### src/design/ebd_pkg.sv
// Shared types and constants of the energy beat detector.
// Used by ebd_div, ebd_ring and energy_beat_detector; depends on nothing.
`default_nettype none

package ebd_pkg;

  // History depth and derived widths
  localparam int HISTORY_DEPTH = 32;
  localparam int RING_AW       = $clog2(HISTORY_DEPTH);
  localparam int ENERGY_W      = 16;
  localparam int TOTAL_W       = ENERGY_W + RING_AW;
  localparam int THR_W         = 21 + RING_AW;
  localparam int THR_LHS_K     = 10 * HISTORY_DEPTH;
  localparam int THR_RHS_K     = 14;
  localparam int THR_RHS_C     = 16384 * HISTORY_DEPTH;

  // Field widths
  localparam int TIME_W     = 32;
  localparam int FRAME_W    = 16;
  localparam int DT_W       = 10;
  localparam int IVL_W      = 11;
  localparam int SUM_W      = 15;
  localparam int TALLY_W    = 3;
  localparam int BPM_W      = SUM_W - TALLY_W;
  localparam int LEVEL_W    = 16;
  localparam int PHASE_W    = 16;
  localparam int FRAC_W     = 15;
  localparam int IN_DATA_W  = 64;
  localparam int OUT_DATA_W = 48;
  localparam int OUT_USED_W = 1 + BPM_W + LEVEL_W + PHASE_W;

  // Timing and scaling constants
  localparam int DT_DEFAULT   = 50;
  localparam int DT_MAX       = 1000;
  localparam int REFRACT_MS   = 200;
  localparam int TEMPO_MIN_MS = 250;
  localparam int TEMPO_MAX_MS = 2000;
  localparam int TEMPO_NUM    = 960000;
  localparam int AVG_LEN      = 8;
  localparam int ENV_SPAN     = 300;
  localparam int UNITY        = 32768;

  // Envelope decay divides by 300 through ceil(2^33 / 300); the floor is exact
  // for every product below 2^24, and env * (300 - dt) stays below that
  localparam int DECAY_W      = LEVEL_W + DT_W;
  localparam int ENV_RECIP    = 28633116;
  localparam int ENV_RECIP_W  = 25;
  localparam int ENV_RECIP_SH = 33;
  localparam int SCALED_W     = DECAY_W + ENV_RECIP_W;

  // Configuration port
  localparam int PADDR_W = 3;
  localparam int PDATA_W = 32;
  localparam logic [PADDR_W-3:0] REG_SYNC_ENABLE = '0;

  // Shared divider
  localparam int DIV_NW = 26;
  localparam int DIV_DW = 11;
  localparam int DIV_CW = $clog2(DIV_NW + 1);

  typedef struct packed {
    logic              start;
    logic [DIV_NW-1:0] num;
    logic [DIV_DW-1:0] den;
  } div_req_t;

  typedef struct packed {
    logic              done;
    logic [DIV_NW-1:0] quo;
  } div_rsp_t;

  typedef enum logic [3:0] {
    S_IDLE,
    S_EVAL,
    S_TEMPO_WAIT,
    S_ENV,
    S_ENV_WAIT,
    S_PHASE,
    S_PHASE_WAIT,
    S_DONE
  } state_e;

endpackage

`default_nettype wire

### src/design/ebd_div.sv
// Restoring divider shared by the tempo and phase steps.
// One quotient bit per cycle; uses ebd_pkg for widths and request types.
`default_nettype none

module ebd_div (
  input  wire logic              clk_i,
  input  wire logic              rst_ni,
  input  wire ebd_pkg::div_req_t req_i,
  output ebd_pkg::div_rsp_t      rsp_o
);

  logic                       busy_q, busy_d;
  logic                       done_q, done_d;
  logic [ebd_pkg::DIV_CW-1:0] cnt_q, cnt_d;
  logic [ebd_pkg::DIV_NW-1:0] quo_q, quo_d;
  logic [ebd_pkg::DIV_DW-1:0] rem_q, rem_d;
  logic [ebd_pkg::DIV_DW-1:0] den_q, den_d;
  logic [ebd_pkg::DIV_DW:0]   trial;
  logic [ebd_pkg::DIV_DW:0]   diff;
  logic                       qbit;

  always_comb begin
    trial  = {rem_q, quo_q[ebd_pkg::DIV_NW-1]};
    diff   = trial - {1'b0, den_q};
    qbit   = (trial >= {1'b0, den_q});
    busy_d = busy_q;
    done_d = 1'b0;
    cnt_d  = cnt_q;
    quo_d  = quo_q;
    rem_d  = rem_q;
    den_d  = den_q;
    if (req_i.start) begin
      busy_d = 1'b1;
      cnt_d  = ebd_pkg::DIV_CW'(ebd_pkg::DIV_NW);
      quo_d  = req_i.num;
      rem_d  = '0;
      den_d  = req_i.den;
    end else if (busy_q) begin
      rem_d = qbit ? diff[ebd_pkg::DIV_DW-1:0] : trial[ebd_pkg::DIV_DW-1:0];
      quo_d = {quo_q[ebd_pkg::DIV_NW-2:0], qbit};
      cnt_d = cnt_q - 1'b1;
      if (cnt_q == ebd_pkg::DIV_CW'(1)) begin
        busy_d = 1'b0;
        done_d = 1'b1;
      end
    end
  end

  always_ff @(posedge clk_i or negedge rst_ni) begin
    if (!rst_ni) begin
      busy_q <= 1'b0;
      done_q <= 1'b0;
      cnt_q  <= '0;
    end else begin
      busy_q <= busy_d;
      done_q <= done_d;
      cnt_q  <= cnt_d;
    end
  end

  always_ff @(posedge clk_i) begin
    quo_q <= quo_d;
    rem_q <= rem_d;
    den_q <= den_d;
  end

  assign rsp_o.done = done_q;
  assign rsp_o.quo  = quo_q;

endmodule

`default_nettype wire

### src/design/ebd_ring.sv
// Energy history ring with its running sum and per-entry valid bits.
// Uses ebd_pkg for depth and widths.
`default_nettype none

module ebd_ring (
  input  wire logic                         clk_i,
  input  wire logic                         rst_ni,
  input  wire logic                         commit_i,
  input  wire logic [ebd_pkg::ENERGY_W-1:0] energy_i,
  output logic      [ebd_pkg::TOTAL_W-1:0]  total_o
);

  logic [ebd_pkg::ENERGY_W-1:0] mem_q [ebd_pkg::HISTORY_DEPTH];
  logic [ebd_pkg::HISTORY_DEPTH-1:0] valid_q;
  logic [ebd_pkg::RING_AW-1:0]  pos_q, pos_d;
  logic [ebd_pkg::TOTAL_W-1:0]  total_q;
  logic [ebd_pkg::ENERGY_W-1:0] rdata_q;
  logic                         rvalid_q;
  logic [ebd_pkg::ENERGY_W-1:0] old_energy;

  // Unwritten entries read as zero
  assign old_energy = rvalid_q ? rdata_q : '0;
  assign total_o    = total_q - ebd_pkg::TOTAL_W'(old_energy)
                    + ebd_pkg::TOTAL_W'(energy_i);

  always_comb begin
    if (pos_q == ebd_pkg::RING_AW'(ebd_pkg::HISTORY_DEPTH - 1)) begin
      pos_d = '0;
    end else begin
      pos_d = pos_q + 1'b1;
    end
  end

  always_ff @(posedge clk_i or negedge rst_ni) begin
    if (!rst_ni) begin
      valid_q  <= '0;
      pos_q    <= '0;
      total_q  <= '0;
      rvalid_q <= 1'b0;
    end else begin
      rvalid_q <= valid_q[pos_q];
      if (commit_i) begin
        valid_q[pos_q] <= 1'b1;
        pos_q          <= pos_d;
        total_q        <= total_o;
      end
    end
  end

  // Read the entry at the write pointer every cycle; it is ready before the next commit
  always_ff @(posedge clk_i) begin
    rdata_q <= mem_q[pos_q];
    if (commit_i) begin
      mem_q[pos_q] <= energy_i;
    end
  end

endmodule

`default_nettype wire

### src/design/energy_beat_detector.sv
// Energy beat detector: tempo, envelope and phase from per-frame low-band energy.
// Instantiates ebd_ring and ebd_div; uses ebd_pkg.
//
// Each frame request carries low_energy, now_ms and frame_ms and yields exactly one
// result (beat, bpm_x16, beat_level, beat_phase). A frame passes through the states
// IDLE, EVAL, ENV, PHASE and DONE, with ENV_WAIT when the envelope decays and a wait
// state when it needs a division: the single restoring divider serves the tempo term and
// the beat phase, and a frame needs at most one of them (the tempo term only on a
// beat, the phase division only without one). The envelope decay is a registered
// product and then a multiply by a constant reciprocal. s_axis_tready is high only while the
// sequencer is idle; a finished result waits in the output register without
// holding off the next request, which then holds in its last cycle until the
// register is free. The history starts all zero after reset, with no clearing
// pass. sync_enable lives at byte address 0 of the APB port.
`default_nettype none

module energy_beat_detector (
  input  wire logic                           clk_i,
  input  wire logic                           rst_ni,
  // Frame requests
  input  wire logic                           s_axis_tvalid,
  output logic                                s_axis_tready,
  // [15:0] low_energy, [47:16] now_ms, [63:48] frame_ms
  input  wire logic [ebd_pkg::IN_DATA_W-1:0]  s_axis_tdata,
  // Results
  output logic                                m_axis_tvalid,
  input  wire logic                           m_axis_tready,
  // [0] beat, [12:1] bpm_x16, [28:13] beat_level, [44:29] beat_phase, [47:45] zero
  output logic      [ebd_pkg::OUT_DATA_W-1:0] m_axis_tdata,
  // Configuration
  input  wire logic                           psel,
  input  wire logic                           penable,
  input  wire logic                           pwrite,
  input  wire logic [ebd_pkg::PADDR_W-1:0]    paddr,
  input  wire logic [ebd_pkg::PDATA_W-1:0]    pwdata,
  output logic      [ebd_pkg::PDATA_W-1:0]    prdata,
  output logic                                pready
);

  ebd_pkg::state_e state_q, state_d;

  logic [ebd_pkg::ENERGY_W-1:0] energy_q, energy_d;
  logic [ebd_pkg::TIME_W-1:0]   now_q, now_d;
  logic [ebd_pkg::DT_W-1:0]     dt_q, dt_d;
  logic                         beat_q, beat_d;
  logic [ebd_pkg::IVL_W-1:0]    since_q, since_d;
  logic [ebd_pkg::TIME_W-1:0]   prev_beat_q, prev_beat_d;
  logic                         prev_valid_q, prev_valid_d;
  logic [ebd_pkg::SUM_W-1:0]    tempo_sum_q, tempo_sum_d;
  logic [ebd_pkg::TALLY_W-1:0]  tempo_tally_q, tempo_tally_d;
  logic [ebd_pkg::BPM_W-1:0]    tempo_avg_q, tempo_avg_d;
  logic [ebd_pkg::IVL_W-1:0]    latched_q, latched_d;
  logic [ebd_pkg::LEVEL_W-1:0]  env_q, env_d;
  logic [ebd_pkg::DECAY_W-1:0]  decay_q, decay_d;
  logic [ebd_pkg::TIME_W-1:0]   anchor_q, anchor_d;
  logic [ebd_pkg::PHASE_W-1:0]  phase_q, phase_d;
  logic                         sync_q;
  logic                         m_valid_q, m_valid_d;
  logic [ebd_pkg::OUT_DATA_W-1:0] m_data_q, m_data_d;

  logic                          ring_commit;
  logic [ebd_pkg::TOTAL_W-1:0]   ring_total;
  ebd_pkg::div_req_t             div_req;
  ebd_pkg::div_rsp_t             div_rsp;

  logic [ebd_pkg::FRAME_W-1:0]   frame;
  logic [ebd_pkg::TIME_W-1:0]    since;
  logic [ebd_pkg::TIME_W-1:0]    elapsed;
  logic [ebd_pkg::THR_W-1:0]     thr_lhs;
  logic [ebd_pkg::THR_W-1:0]     thr_rhs;
  logic                          beat_now;
  logic                          tempo_ok;
  logic [ebd_pkg::SUM_W-1:0]     sum_new;
  logic [ebd_pkg::SUM_W:0]       sum_round;
  logic [ebd_pkg::DT_W-1:0]      env_scale;
  logic [ebd_pkg::SCALED_W-1:0]  decay_scaled;
  logic                          tracking;
  logic                          cfg_wr;

  ebd_ring u_ring (
    .clk_i    (clk_i),
    .rst_ni   (rst_ni),
    .commit_i (ring_commit),
    .energy_i (energy_q),
    .total_o  (ring_total)
  );

  ebd_div u_div (
    .clk_i  (clk_i),
    .rst_ni (rst_ni),
    .req_i  (div_req),
    .rsp_o  (div_rsp)
  );

  // Configuration port
  assign pready = 1'b1;
  assign cfg_wr = psel && penable && pwrite
                && (paddr[ebd_pkg::PADDR_W-1:2] == ebd_pkg::REG_SYNC_ENABLE);
  assign prdata = (paddr[ebd_pkg::PADDR_W-1:2] == ebd_pkg::REG_SYNC_ENABLE)
                ? {{(ebd_pkg::PDATA_W-1){1'b0}}, sync_q} : '0;

  // Datapath terms shared by the sequencer
  assign frame    = s_axis_tdata[63:48];
  assign since    = now_q - prev_beat_q;
  assign elapsed  = now_q - anchor_q;
  assign thr_lhs  = ebd_pkg::THR_W'(energy_q) * ebd_pkg::THR_W'(ebd_pkg::THR_LHS_K);
  assign thr_rhs  = ebd_pkg::THR_W'(ring_total) * ebd_pkg::THR_W'(ebd_pkg::THR_RHS_K)
                  + ebd_pkg::THR_W'(ebd_pkg::THR_RHS_C);
  assign beat_now = (thr_lhs > thr_rhs)
                  && (!prev_valid_q || since > ebd_pkg::TIME_W'(ebd_pkg::REFRACT_MS));
  assign tempo_ok = beat_now && prev_valid_q
                  && since > ebd_pkg::TIME_W'(ebd_pkg::TEMPO_MIN_MS)
                  && since < ebd_pkg::TIME_W'(ebd_pkg::TEMPO_MAX_MS);
  assign sum_new   = tempo_sum_q + ebd_pkg::SUM_W'(div_rsp.quo[ebd_pkg::BPM_W-1:0]);
  assign sum_round = {1'b0, sum_new} + (ebd_pkg::SUM_W+1)'(ebd_pkg::AVG_LEN / 2);
  assign env_scale = ebd_pkg::DT_W'(ebd_pkg::ENV_SPAN) - dt_q;
  // floor(decay / 300) sits at bit ENV_RECIP_SH of the reciprocal product
  assign decay_scaled = ebd_pkg::SCALED_W'(decay_q)
                      * ebd_pkg::SCALED_W'(ebd_pkg::ENV_RECIP);
  assign tracking  = sync_q && (latched_q >= ebd_pkg::IVL_W'(ebd_pkg::REFRACT_MS));

  always_comb begin
    state_d        = state_q;
    energy_d       = energy_q;
    now_d          = now_q;
    dt_d           = dt_q;
    beat_d         = beat_q;
    since_d        = since_q;
    prev_beat_d    = prev_beat_q;
    prev_valid_d   = prev_valid_q;
    tempo_sum_d    = tempo_sum_q;
    tempo_tally_d  = tempo_tally_q;
    tempo_avg_d    = tempo_avg_q;
    latched_d      = latched_q;
    env_d          = env_q;
    decay_d        = decay_q;
    anchor_d       = anchor_q;
    phase_d        = phase_q;
    m_valid_d      = m_valid_q && !m_axis_tready;
    m_data_d       = m_data_q;
    ring_commit    = 1'b0;
    div_req.start  = 1'b0;
    div_req.num    = '0;
    div_req.den    = '0;
    s_axis_tready  = 1'b0;

    unique case (state_q)
      ebd_pkg::S_IDLE: begin
        s_axis_tready = 1'b1;
        if (s_axis_tvalid) begin
          energy_d = s_axis_tdata[15:0];
          now_d    = s_axis_tdata[47:16];
          if (frame == '0 || frame > ebd_pkg::FRAME_W'(ebd_pkg::DT_MAX)) begin
            dt_d = ebd_pkg::DT_W'(ebd_pkg::DT_DEFAULT);
          end else begin
            dt_d = frame[ebd_pkg::DT_W-1:0];
          end
          state_d = ebd_pkg::S_EVAL;
        end
      end

      ebd_pkg::S_EVAL: begin
        ring_commit = 1'b1;
        beat_d      = beat_now;
        since_d     = since[ebd_pkg::IVL_W-1:0];
        if (beat_now) begin
          prev_beat_d  = now_q;
          prev_valid_d = 1'b1;
        end
        if (tempo_ok) begin
          // round(960000 / interval)
          div_req.start = 1'b1;
          div_req.num   = ebd_pkg::DIV_NW'(ebd_pkg::TEMPO_NUM)
                        + ebd_pkg::DIV_NW'(since[ebd_pkg::IVL_W-1:1]);
          div_req.den   = since[ebd_pkg::DIV_DW-1:0];
          state_d       = ebd_pkg::S_TEMPO_WAIT;
        end else begin
          state_d = ebd_pkg::S_ENV;
        end
      end

      ebd_pkg::S_TEMPO_WAIT: begin
        if (div_rsp.done) begin
          if (tempo_tally_q == ebd_pkg::TALLY_W'(ebd_pkg::AVG_LEN - 1)) begin
            tempo_avg_d   = sum_round[ebd_pkg::SUM_W-1:ebd_pkg::TALLY_W];
            tempo_sum_d   = '0;
            tempo_tally_d = '0;
            latched_d     = since_q;
          end else begin
            tempo_sum_d   = sum_new;
            tempo_tally_d = tempo_tally_q + 1'b1;
          end
          state_d = ebd_pkg::S_ENV;
        end
      end

      ebd_pkg::S_ENV: begin
        if (beat_q) begin
          env_d   = ebd_pkg::LEVEL_W'(ebd_pkg::UNITY);
          state_d = ebd_pkg::S_PHASE;
        end else if (dt_q >= ebd_pkg::DT_W'(ebd_pkg::ENV_SPAN)) begin
          env_d   = '0;
          state_d = ebd_pkg::S_PHASE;
        end else begin
          // Decay: floor(env * (300 - dt) / 300), the product first
          decay_d = ebd_pkg::DECAY_W'(env_q) * ebd_pkg::DECAY_W'(env_scale);
          state_d = ebd_pkg::S_ENV_WAIT;
        end
      end

      ebd_pkg::S_ENV_WAIT: begin
        env_d   = decay_scaled[ebd_pkg::ENV_RECIP_SH +: ebd_pkg::LEVEL_W];
        state_d = ebd_pkg::S_PHASE;
      end

      ebd_pkg::S_PHASE: begin
        state_d = ebd_pkg::S_DONE;
        if (!tracking) begin
          phase_d = '0;
        end else if (beat_q) begin
          anchor_d = now_q;
          phase_d  = '0;
        end else if (elapsed >= ebd_pkg::TIME_W'(latched_q)) begin
          phase_d = ebd_pkg::PHASE_W'(ebd_pkg::UNITY);
        end else begin
          div_req.start = 1'b1;
          div_req.num   = {elapsed[ebd_pkg::IVL_W-1:0], {ebd_pkg::FRAC_W{1'b0}}};
          div_req.den   = latched_q;
          state_d       = ebd_pkg::S_PHASE_WAIT;
        end
      end

      ebd_pkg::S_PHASE_WAIT: begin
        if (div_rsp.done) begin
          phase_d = div_rsp.quo[ebd_pkg::PHASE_W-1:0];
          state_d = ebd_pkg::S_DONE;
        end
      end

      ebd_pkg::S_DONE: begin
        // Hold until the output register is free
        if (!m_valid_q || m_axis_tready) begin
          m_valid_d = 1'b1;
          m_data_d  = ebd_pkg::OUT_DATA_W'({phase_q, env_q, tempo_avg_q, beat_q});
          state_d   = ebd_pkg::S_IDLE;
        end
      end

      default: begin
        state_d = ebd_pkg::S_IDLE;
      end
    endcase
  end

  always_ff @(posedge clk_i or negedge rst_ni) begin
    if (!rst_ni) begin
      state_q       <= ebd_pkg::S_IDLE;
      prev_beat_q   <= '0;
      prev_valid_q  <= 1'b0;
      tempo_sum_q   <= '0;
      tempo_tally_q <= '0;
      tempo_avg_q   <= '0;
      latched_q     <= '0;
      env_q         <= '0;
      anchor_q      <= '0;
      sync_q        <= 1'b0;
      m_valid_q     <= 1'b0;
    end else begin
      state_q       <= state_d;
      prev_beat_q   <= prev_beat_d;
      prev_valid_q  <= prev_valid_d;
      tempo_sum_q   <= tempo_sum_d;
      tempo_tally_q <= tempo_tally_d;
      tempo_avg_q   <= tempo_avg_d;
      latched_q     <= latched_d;
      env_q         <= env_d;
      anchor_q      <= anchor_d;
      m_valid_q     <= m_valid_d;
      if (cfg_wr) begin
        sync_q <= pwdata[0];
      end
    end
  end

  always_ff @(posedge clk_i) begin
    energy_q <= energy_d;
    now_q    <= now_d;
    dt_q     <= dt_d;
    beat_q   <= beat_d;
    since_q  <= since_d;
    decay_q  <= decay_d;
    phase_q  <= phase_d;
    m_data_q <= m_data_d;
  end

  assign m_axis_tvalid = m_valid_q;
  assign m_axis_tdata  = m_data_q;

endmodule

`default_nettype wire

### config.mk
export PLATFORM = sky130hd
export DESIGN_NAME = energy_beat_detector
export DESIGN_NICKNAME = d
export VERILOG_FILES = /design/src/design/ebd_pkg.sv /design/src/design/ebd_div.sv /design/src/design/ebd_ring.sv /design/src/design/energy_beat_detector.sv
export SDC_FILE = /design/constraint.sdc
export NUM_CORES = 2
export LEC_CHECK = 0
export ABC_CLOCK_PERIOD_IN_PS = 12300
export BUFFER_PORTS_ARGS = -buffer_cell sky130_fd_sc_hd__buf_4
export CORE_MARGIN = 1.5
export CORE_UTILIZATION = 50
export DETAILED_ROUTE_END_ITERATION = 7
export PLACE_DENSITY = 0.63
export SYNTH_ARGS = -nofsm -noshare
export SYNTH_HDL_FRONTEND = slang
export SYNTH_SLANG_ARGS = --single-unit
### constraint.sdc
create_clock -name clk_i -period 12.3 [get_ports clk_i]
set_clock_uncertainty 0.2 [all_clocks]
set_input_delay 0 -clock clk_i [delete_from_list [all_inputs] [get_ports clk_i]]
set_output_delay 0 -clock clk_i [all_outputs]
set_load 0.05 [all_outputs]
== Word-level counts from Yosys, hierarchy flattened ==
Memory sizes are Yosys's and may differ from the RTL's. A register that Yosys moved wholly into a read port is not among the register bits.
Cells that the tools add are included.
Storage, ports and cells
  flip-flop bits (word level): 399
  memory bits (writable): 512
  output and inout port bits: 83
  memories: 1
Memory list
  u_ring.mem_q: words 32, width 16, read ports 1, clocked after memory_dff 1, write ports 1, RTL line ebd_ring.sv:13  | logic [ebd_pkg::ENERGY_W-1:0] mem_q [ebd_pkg::HISTORY_DEPTH];
Cells by class
  $add $sub $neg: 13
  $mul: 4
  order comparisons: 11
  equal/unequal tests: 16
  mux-type cells: 50
  bitwise gates (word level): 4
  reductions and logical operators: 31
Operators by type and width (number)
  $mux W38: 4
  $mux W16: 7
  $pmux W38 S2: 1
  $gt A32 B8 Y1 const B: 2
  $pmux W16 S2: 2
  $sub A32 B32 Y32: 2
  $mux W26: 2
  $mul A26 B23 Y47 const B: 1
  $ge A32 B11 Y1: 1
  $lt A32 B11 Y1 const B: 1
  $or A32 B32 Y32: 1
  $pmux W4 S8: 1
  $add A25 B20 Y26 const B: 1
  $gt A25 B26 Y1: 1
  $mul A16 B10 Y26: 1
  $mul A21 B3 Y24 const B: 1
  $add A20 B10 Y21 const A: 1
  $add A21 B16 Y21: 1
  $mux W1: 21
  $sub A21 B16 Y21: 1
  $mul A16 B3 Y19 const B: 1
  $eq A4 B3 Y1 const B: 4
  $gt A16 B10 Y1 const B: 1
  $logic_not A16 Y1: 1
  37 further kinds: 69

== Logic depth before layout (Yosys ltp) ==
  word-level depth: 13
  depth in mapped cells: 40
  depth with buffers taken out: 39

== By module ==
From an unflattened synthesis, not the netlist that was laid out.
Unflattened totals
  cells, all modules: 4739
  area, all modules: 59163.0 um^2
Modules (own cells, without submodules)
  energy_beat_detector: instances 1, cells an instance 3226, area an instance 32452.4 um^2, sequential area each 7892.6 um^2
  ebd_ring: instances 1, cells an instance 1277, area an instance 23837.9 um^2, sequential area each 17171.5 um^2
  ebd_div: instances 1, cells an instance 236, area an instance 2872.8 um^2, sequential area each 1506.4 um^2

== Least setup slack after synthesis ==
Ideal clock, no wire load.
  kind: reg2reg
  start: register energy_q[1] (netlist bit)
  end: register u_div.den_q[0] (netlist bit) (enable)
  library setup time: 394 ps
  data arrival time: 8161 ps
  data required time: 11706 ps
  path slack: 3545 ps
  cell stages (with the launch flop): 37
  clock period less this slack: 8755 ps
  cells stage by stage: edfxtp_1 -> inv_1 -> fa_1 -> inv_1 -> ha_1 -> a21o_1 -> a21o_1 -> a21oi_1 -> o21ai_0 -> a31oi_1 -> o21ai_0 -> a41oi_1 -> o21bai_1 -> xor2_1 -> fa_1 -> ha_1 -> a21o_1 -> a21o_1 -> a221oi_1 -> inv_1 -> a31oi_1 -> xnor2_1 -> ha_1 -> nand2b_1 -> nor2_1 -> xor2_1 -> ha_1 -> o21ai_0 -> nand2b_1 -> a21oi_1 -> a311oi_1 -> o41ai_1 -> o21bai_4 -> inv_2 -> nand2_1 -> buf_2 -> o21ai_0
Between the ends
  word-level cells in the longest chain between the ends: 10
RTL lines
  from (decl): RTL line energy_beat_detector.sv:42  | logic [ebd_pkg::ENERGY_W-1:0] energy_q, energy_d;
  from (signal assigned): RTL line energy_beat_detector.sv:286  | energy_q <= energy_d;
  $add A21 B16 Y21: RTL line ebd_ring.sv:24  | + ebd_pkg::TOTAL_W'(energy_i);
  net ring_total (one bit): RTL line energy_beat_detector.sv:62  | logic [ebd_pkg::TOTAL_W-1:0] ring_total;
  $mul A21 B3 Y24: RTL line energy_beat_detector.sv:107  | assign thr_rhs = ebd_pkg::THR_W'(ring_total) * ebd_pkg::THR_W'(ebd_pkg::THR_RHS_K)
  $add A25 B20 Y26: RTL line energy_beat_detector.sv:108  | + ebd_pkg::THR_W'(ebd_pkg::THR_RHS_C);
  $gt A25 B26 Y1: RTL line energy_beat_detector.sv:109  | assign beat_now = (thr_lhs > thr_rhs)
  $logic_and A1 B1 Y1: RTL line energy_beat_detector.sv:110  | && (!prev_valid_q || since > ebd_pkg::TIME_W'(ebd_pkg::REFRACT_MS));
  $logic_and A1 B1 Y1: RTL line energy_beat_detector.sv:111  | assign tempo_ok = beat_now && prev_valid_q
  $logic_and A1 B1 Y1: RTL line energy_beat_detector.sv:112  | && since > ebd_pkg::TIME_W'(ebd_pkg::TEMPO_MIN_MS)
  $logic_and A1 B1 Y1: RTL line energy_beat_detector.sv:113  | && since < ebd_pkg::TIME_W'(ebd_pkg::TEMPO_MAX_MS);
  $mux W38: RTL line energy_beat_detector.sv:170  | if (tempo_ok) begin
  $pmux W38 S2: RTL line energy_beat_detector.sv:147  | unique case (state_q)
  to (signal assigned): RTL line ebd_div.sv:64  | den_q <= den_d;
  to (decl): RTL line ebd_div.sv:17  | logic [ebd_pkg::DIV_DW-1:0] den_q, den_d;
The timed path passes the listed nets, and every way through them passes these cells.
A chain may end at the register's enable or synchronous reset.

== Worst setup path after layout ==
  start: register energy_q[1] (netlist bit)
  end: register u_div.quo_q[22] (netlist bit) (enable)
Between the ends
  word-level cells in the longest chain between the ends: 11
RTL lines
  $add A21 B16 Y21: RTL line ebd_ring.sv:24
  net ring_total (one bit): RTL line energy_beat_detector.sv:62
  $mul A21 B3 Y24: RTL line energy_beat_detector.sv:107
  $add A25 B20 Y26: RTL line energy_beat_detector.sv:108
  $gt A25 B26 Y1: RTL line energy_beat_detector.sv:109
  $logic_and A1 B1 Y1: RTL line energy_beat_detector.sv:110
  $logic_and A1 B1 Y1: RTL line energy_beat_detector.sv:111
  $logic_and A1 B1 Y1: RTL line energy_beat_detector.sv:112
  $logic_and A1 B1 Y1: RTL line energy_beat_detector.sv:113
  $mux W38: RTL line energy_beat_detector.sv:170
  $pmux W38 S2: RTL line energy_beat_detector.sv:147
  $reduce_bool A2 Y1 (no source line)
  to (signal assigned): RTL line ebd_div.sv:62  | quo_q <= quo_d;
  to (decl): RTL line ebd_div.sv:15  | logic [ebd_pkg::DIV_NW-1:0] quo_q, quo_d;
The timed path passes the listed nets, and every way through them passes these cells.

==> summary.md <==
| Metric | Value |
|---|---|
| Remaining antenna violation count | `0` |
| Min-delay worst type | `in -> reg` |
| # setup viols final | `0` |
| Crit path launch | `energy_q[1]$_DFFE_PP_` |
| Wirelength per Cell | `21.3 um` |
| Hold path depth | `4` |
| Postcts setup bufs | `0` |
| Primary FF master, synth | `edfxtp_1` |
| Final number of max-transition violations | `0` |
| Crit Path Class | `reg -> reg` |
| Starting Density | `50.5%` |
| Area of the core | `0.116 mm^2` |
| EDFF count, synth | `706` |
| Relative slew slack | `14.1%` |
| P&R area growth vs syn | `13.1%` |
| # DRC | `0` |
| Clock slew at reported path FFs | `60 ps` |
| Max incr delay on CP | `660 ps` |
| R2R setup slack | `2030 ps` |
| Grt ovf | `0` |
| Cells after Synth | `4751` |
| Fin area | `0.0665 mm^2` |
| Worst flop-to-flop path startpoint | `energy_q[1]$_DFFE_PP_` |
| Worst Path Buf+Inv | `6` |
| Fillers | `9505` |
| Critical path arrival | `10480 ps` |
| Placed cell count | `6322` |
| Row Count | `125` |
| CTS tree | `done` |
| Die outline area | `0.120 mm^2` |
| Delay-heaviest family, CP | `compound AO/OA/AOI/OAI gates` |
| Status | `completed` |
| Initial drt markers | `3111` |
| WHS | `29.5 ps` |
| Slowest CP cell | `a31oi_4` |
| Synth Warn # | `0` |
| Critical Path Sink Type | `flop` |
| Final period utilization | `83.5%` |
| Clk buf depth | `3` |
| Top cells by area, synth | `edfxtp_1, fa_1, ha_1` |
| First-pass GRT wire length | `222000 um` |
| Clk Latency, worst-skew pair | `720 ps` |
| Fin Setup TNS | `0 ps` |
| WP data required | `12510 ps` |
| Die Wd | `346 um` |
| Hold Startpoint | `m_axis_tready` |
| Final wirelength | `141000 um` |
| Num ports | `189` |
| CTS root buf | `clkbuf_16` |
| Worst-Margin Slew | `1280 ps` |
| Largest net degree at the start of global routing | `67` |
| Hold EP | `m_axis_tvalid$_DFF_PN0_` |
| Vias in the first global route | `38142` |
| Initial antenna violation count | `2` |
| Top cell type's share of synthesized area | `36.0%` |
| Nets@finish | `5986` |
| DP HPWL | `99900 um` |
| CTS Sinks | `926` |
| H-Tree Depth | `3` |
| ANT cells | `0` |
| Syn Area/Cell | `12.4 um^2` |
| Die Y | `346 um` |
| Pre-Repair DR Iteration Count | `5` |
| Seq/Total Area, Yosys | `45.2%` |
| Post_cts resized | `0` |
| DP Area | `0.0615 mm^2` |
| Hold Fails Final Rpt | `0` |
| CTS Buf Count | `99` |
| Seq cells post-synth | `926` |
| Crit Path Max Fanout | `42` |
| Crit start category | `flop` |
| Total Routing Usage GR | `23.9%` |
| Fin crit period | `10270 ps` |
| Asr flop ratio synth | `20.8%` |
| FMAX | `0.0974 GHz` |
| DR vias/cell | `5.65` |
| Max Cap Viol | `0` |
| Unrepaired setup endpoints after global routing | `no` |
| Largest area contributor in the netlist | `edfxtp_1` |
| FF-to-FF End | `u_div.quo_q[22]$_DFFE_PP_` |
| Reg2reg path depth | `37` |
| Post-synthesis cell area | `0.0588 mm^2` |
| Final Instance Count excl. Fillers | `6649` |
| Share of cells above drive strength 1 | `12.4%` |
| Port bufs | `120` |
| Unique masters post-synth | `99` |
| Placer congestion estimate | `0.891` |
| DR vias | `37589` |
-- what timing repair did --
| action | in CTS | in global routing |
|---|---|---|
| hold endpoints to repair | 275 | 0 |
| setup endpoints to repair | 0 | 0 |
| hold buffers | 139 | 0 |
-- metal layers --
layer	wire, um	track usage (%)
met1	63100	34.3
met2	66400	38.4
met3	9540	4.06
met4	2480	5.22
met5	0	0
-- layout make-up --
class                           instances  area, um^2  share of cell area (%)
Inverter                              626        2350                    3.53
Clock inverter                         56         835                    1.25
Multi-Input combinational cell       3047       29200                    43.9
Tap cell                             1524        1910                    2.87
Clock buffer                          132        2760                    4.14
Timing Repair Buffer                  338        2910                    4.37
Sequential cell                       926       26600                    39.9
-- cell usage after synthesis (18+ instances only) --
cell type	n
dfxtp_1	27
o21bai_1	18
dfrtp_1	193
nand4_1	61
a21o_1	80
a22o_1	21
buf_1	20
inv_1	624
xor2_1	64
o21ai_0	188
o21a_1	33
xnor2_1	100
nor2b_1	61
clkbuf_1	122
edfxtp_1	706
buf_4	35
mux4_2	136
and3_1	30
nand2_1	256
o211ai_1	19
fa_1	372
nor2_1	176
a21oi_1	159
a22oi_1	71
nor4_1	21
or2_2	43
nor3_1	73
mux2_2	53
and2_1	77
nand2b_1	51
or3_1	24
nand3_1	90
ha_1	470
-- cell families after synthesis --
group,share of synthesized area [%]
simple gates,8.81
buf+inv,5.46
other cells,0.0128
mux,6.43
compound gates,9.01
xor+xnor,2.44
fa+ha+maj,22.7
flops,45.2
-- metrics by stage --
step,setup WS (ps),utilization (%)
after CTS,2080,57.2
after floorplan,3550,-
final,2030,57.2
after global routing,1280,57.2
after detailed placement,2120,52.9
after global placement,2220,52.9
-- flip-flops by register name, summed over array words and instances, names as in the netlist, 21 cells and up --
register        count
u_div.quo_q        26
u_ring.mem_q      512
u_ring.total_q     21
anchor_q           32
now_q              32
decay_q            26
prev_beat_q        32
u_ring.valid_q     32
m_axis_tdata       45
-- placed cells by master, fill, tap and decap left out, types with 21 or more instances in the layout --
cell           instances
a21oi_1              159
o21a_1                33
or2_2                 43
a22oi_1               71
xnor2_1               98
o21ai_0              188
nor3_1                72
ha_1                 470
fa_1                 372
nor2b_1               61
nor4_1                21
mux2_2                53
xor2_1                64
nand2_1              256
and3_1                30
a22o_1                21
clkbuf_1              21
conb_1                35
nand4_1               61
nand3_1               90
or3_1                 24
and2_1                76
edfxtp_1             706
nand2b_1              51
dlygate4sd3_1        138
inv_1                624
mux4_2               136
clkbuf_16            102
dfrtp_1              191
nor2_1               173
dfxtp_1               27
a21o_1                80
buf_4                198
-- how the worst max path moves through the flow --
stage	endpoint	cells after the start
2_1_floorplan	u_div.den_q[0]$_DFFE_PN_	36
3_3_place_gp	u_div.quo_q[24]$_DFFE_PP_	37
3_5_place_dp	u_div.quo_q[22]$_DFFE_PP_	37
4_1_cts	u_div.quo_q[22]$_DFFE_PP_	37
5_1_grt	u_div.quo_q[23]$_DFFE_PP_	37
6_report	u_div.quo_q[22]$_DFFE_PP_	37
-- tightest hold or removal path, delay by kind of cell --
kind                   cells  cell delay (ps)
buffers and inverters      2              620
AND/OR/NAND/NOR            2              250
Power is not shown: default switching activity piles up to over one toggle a cycle in this logic, so the estimate is an artifact.
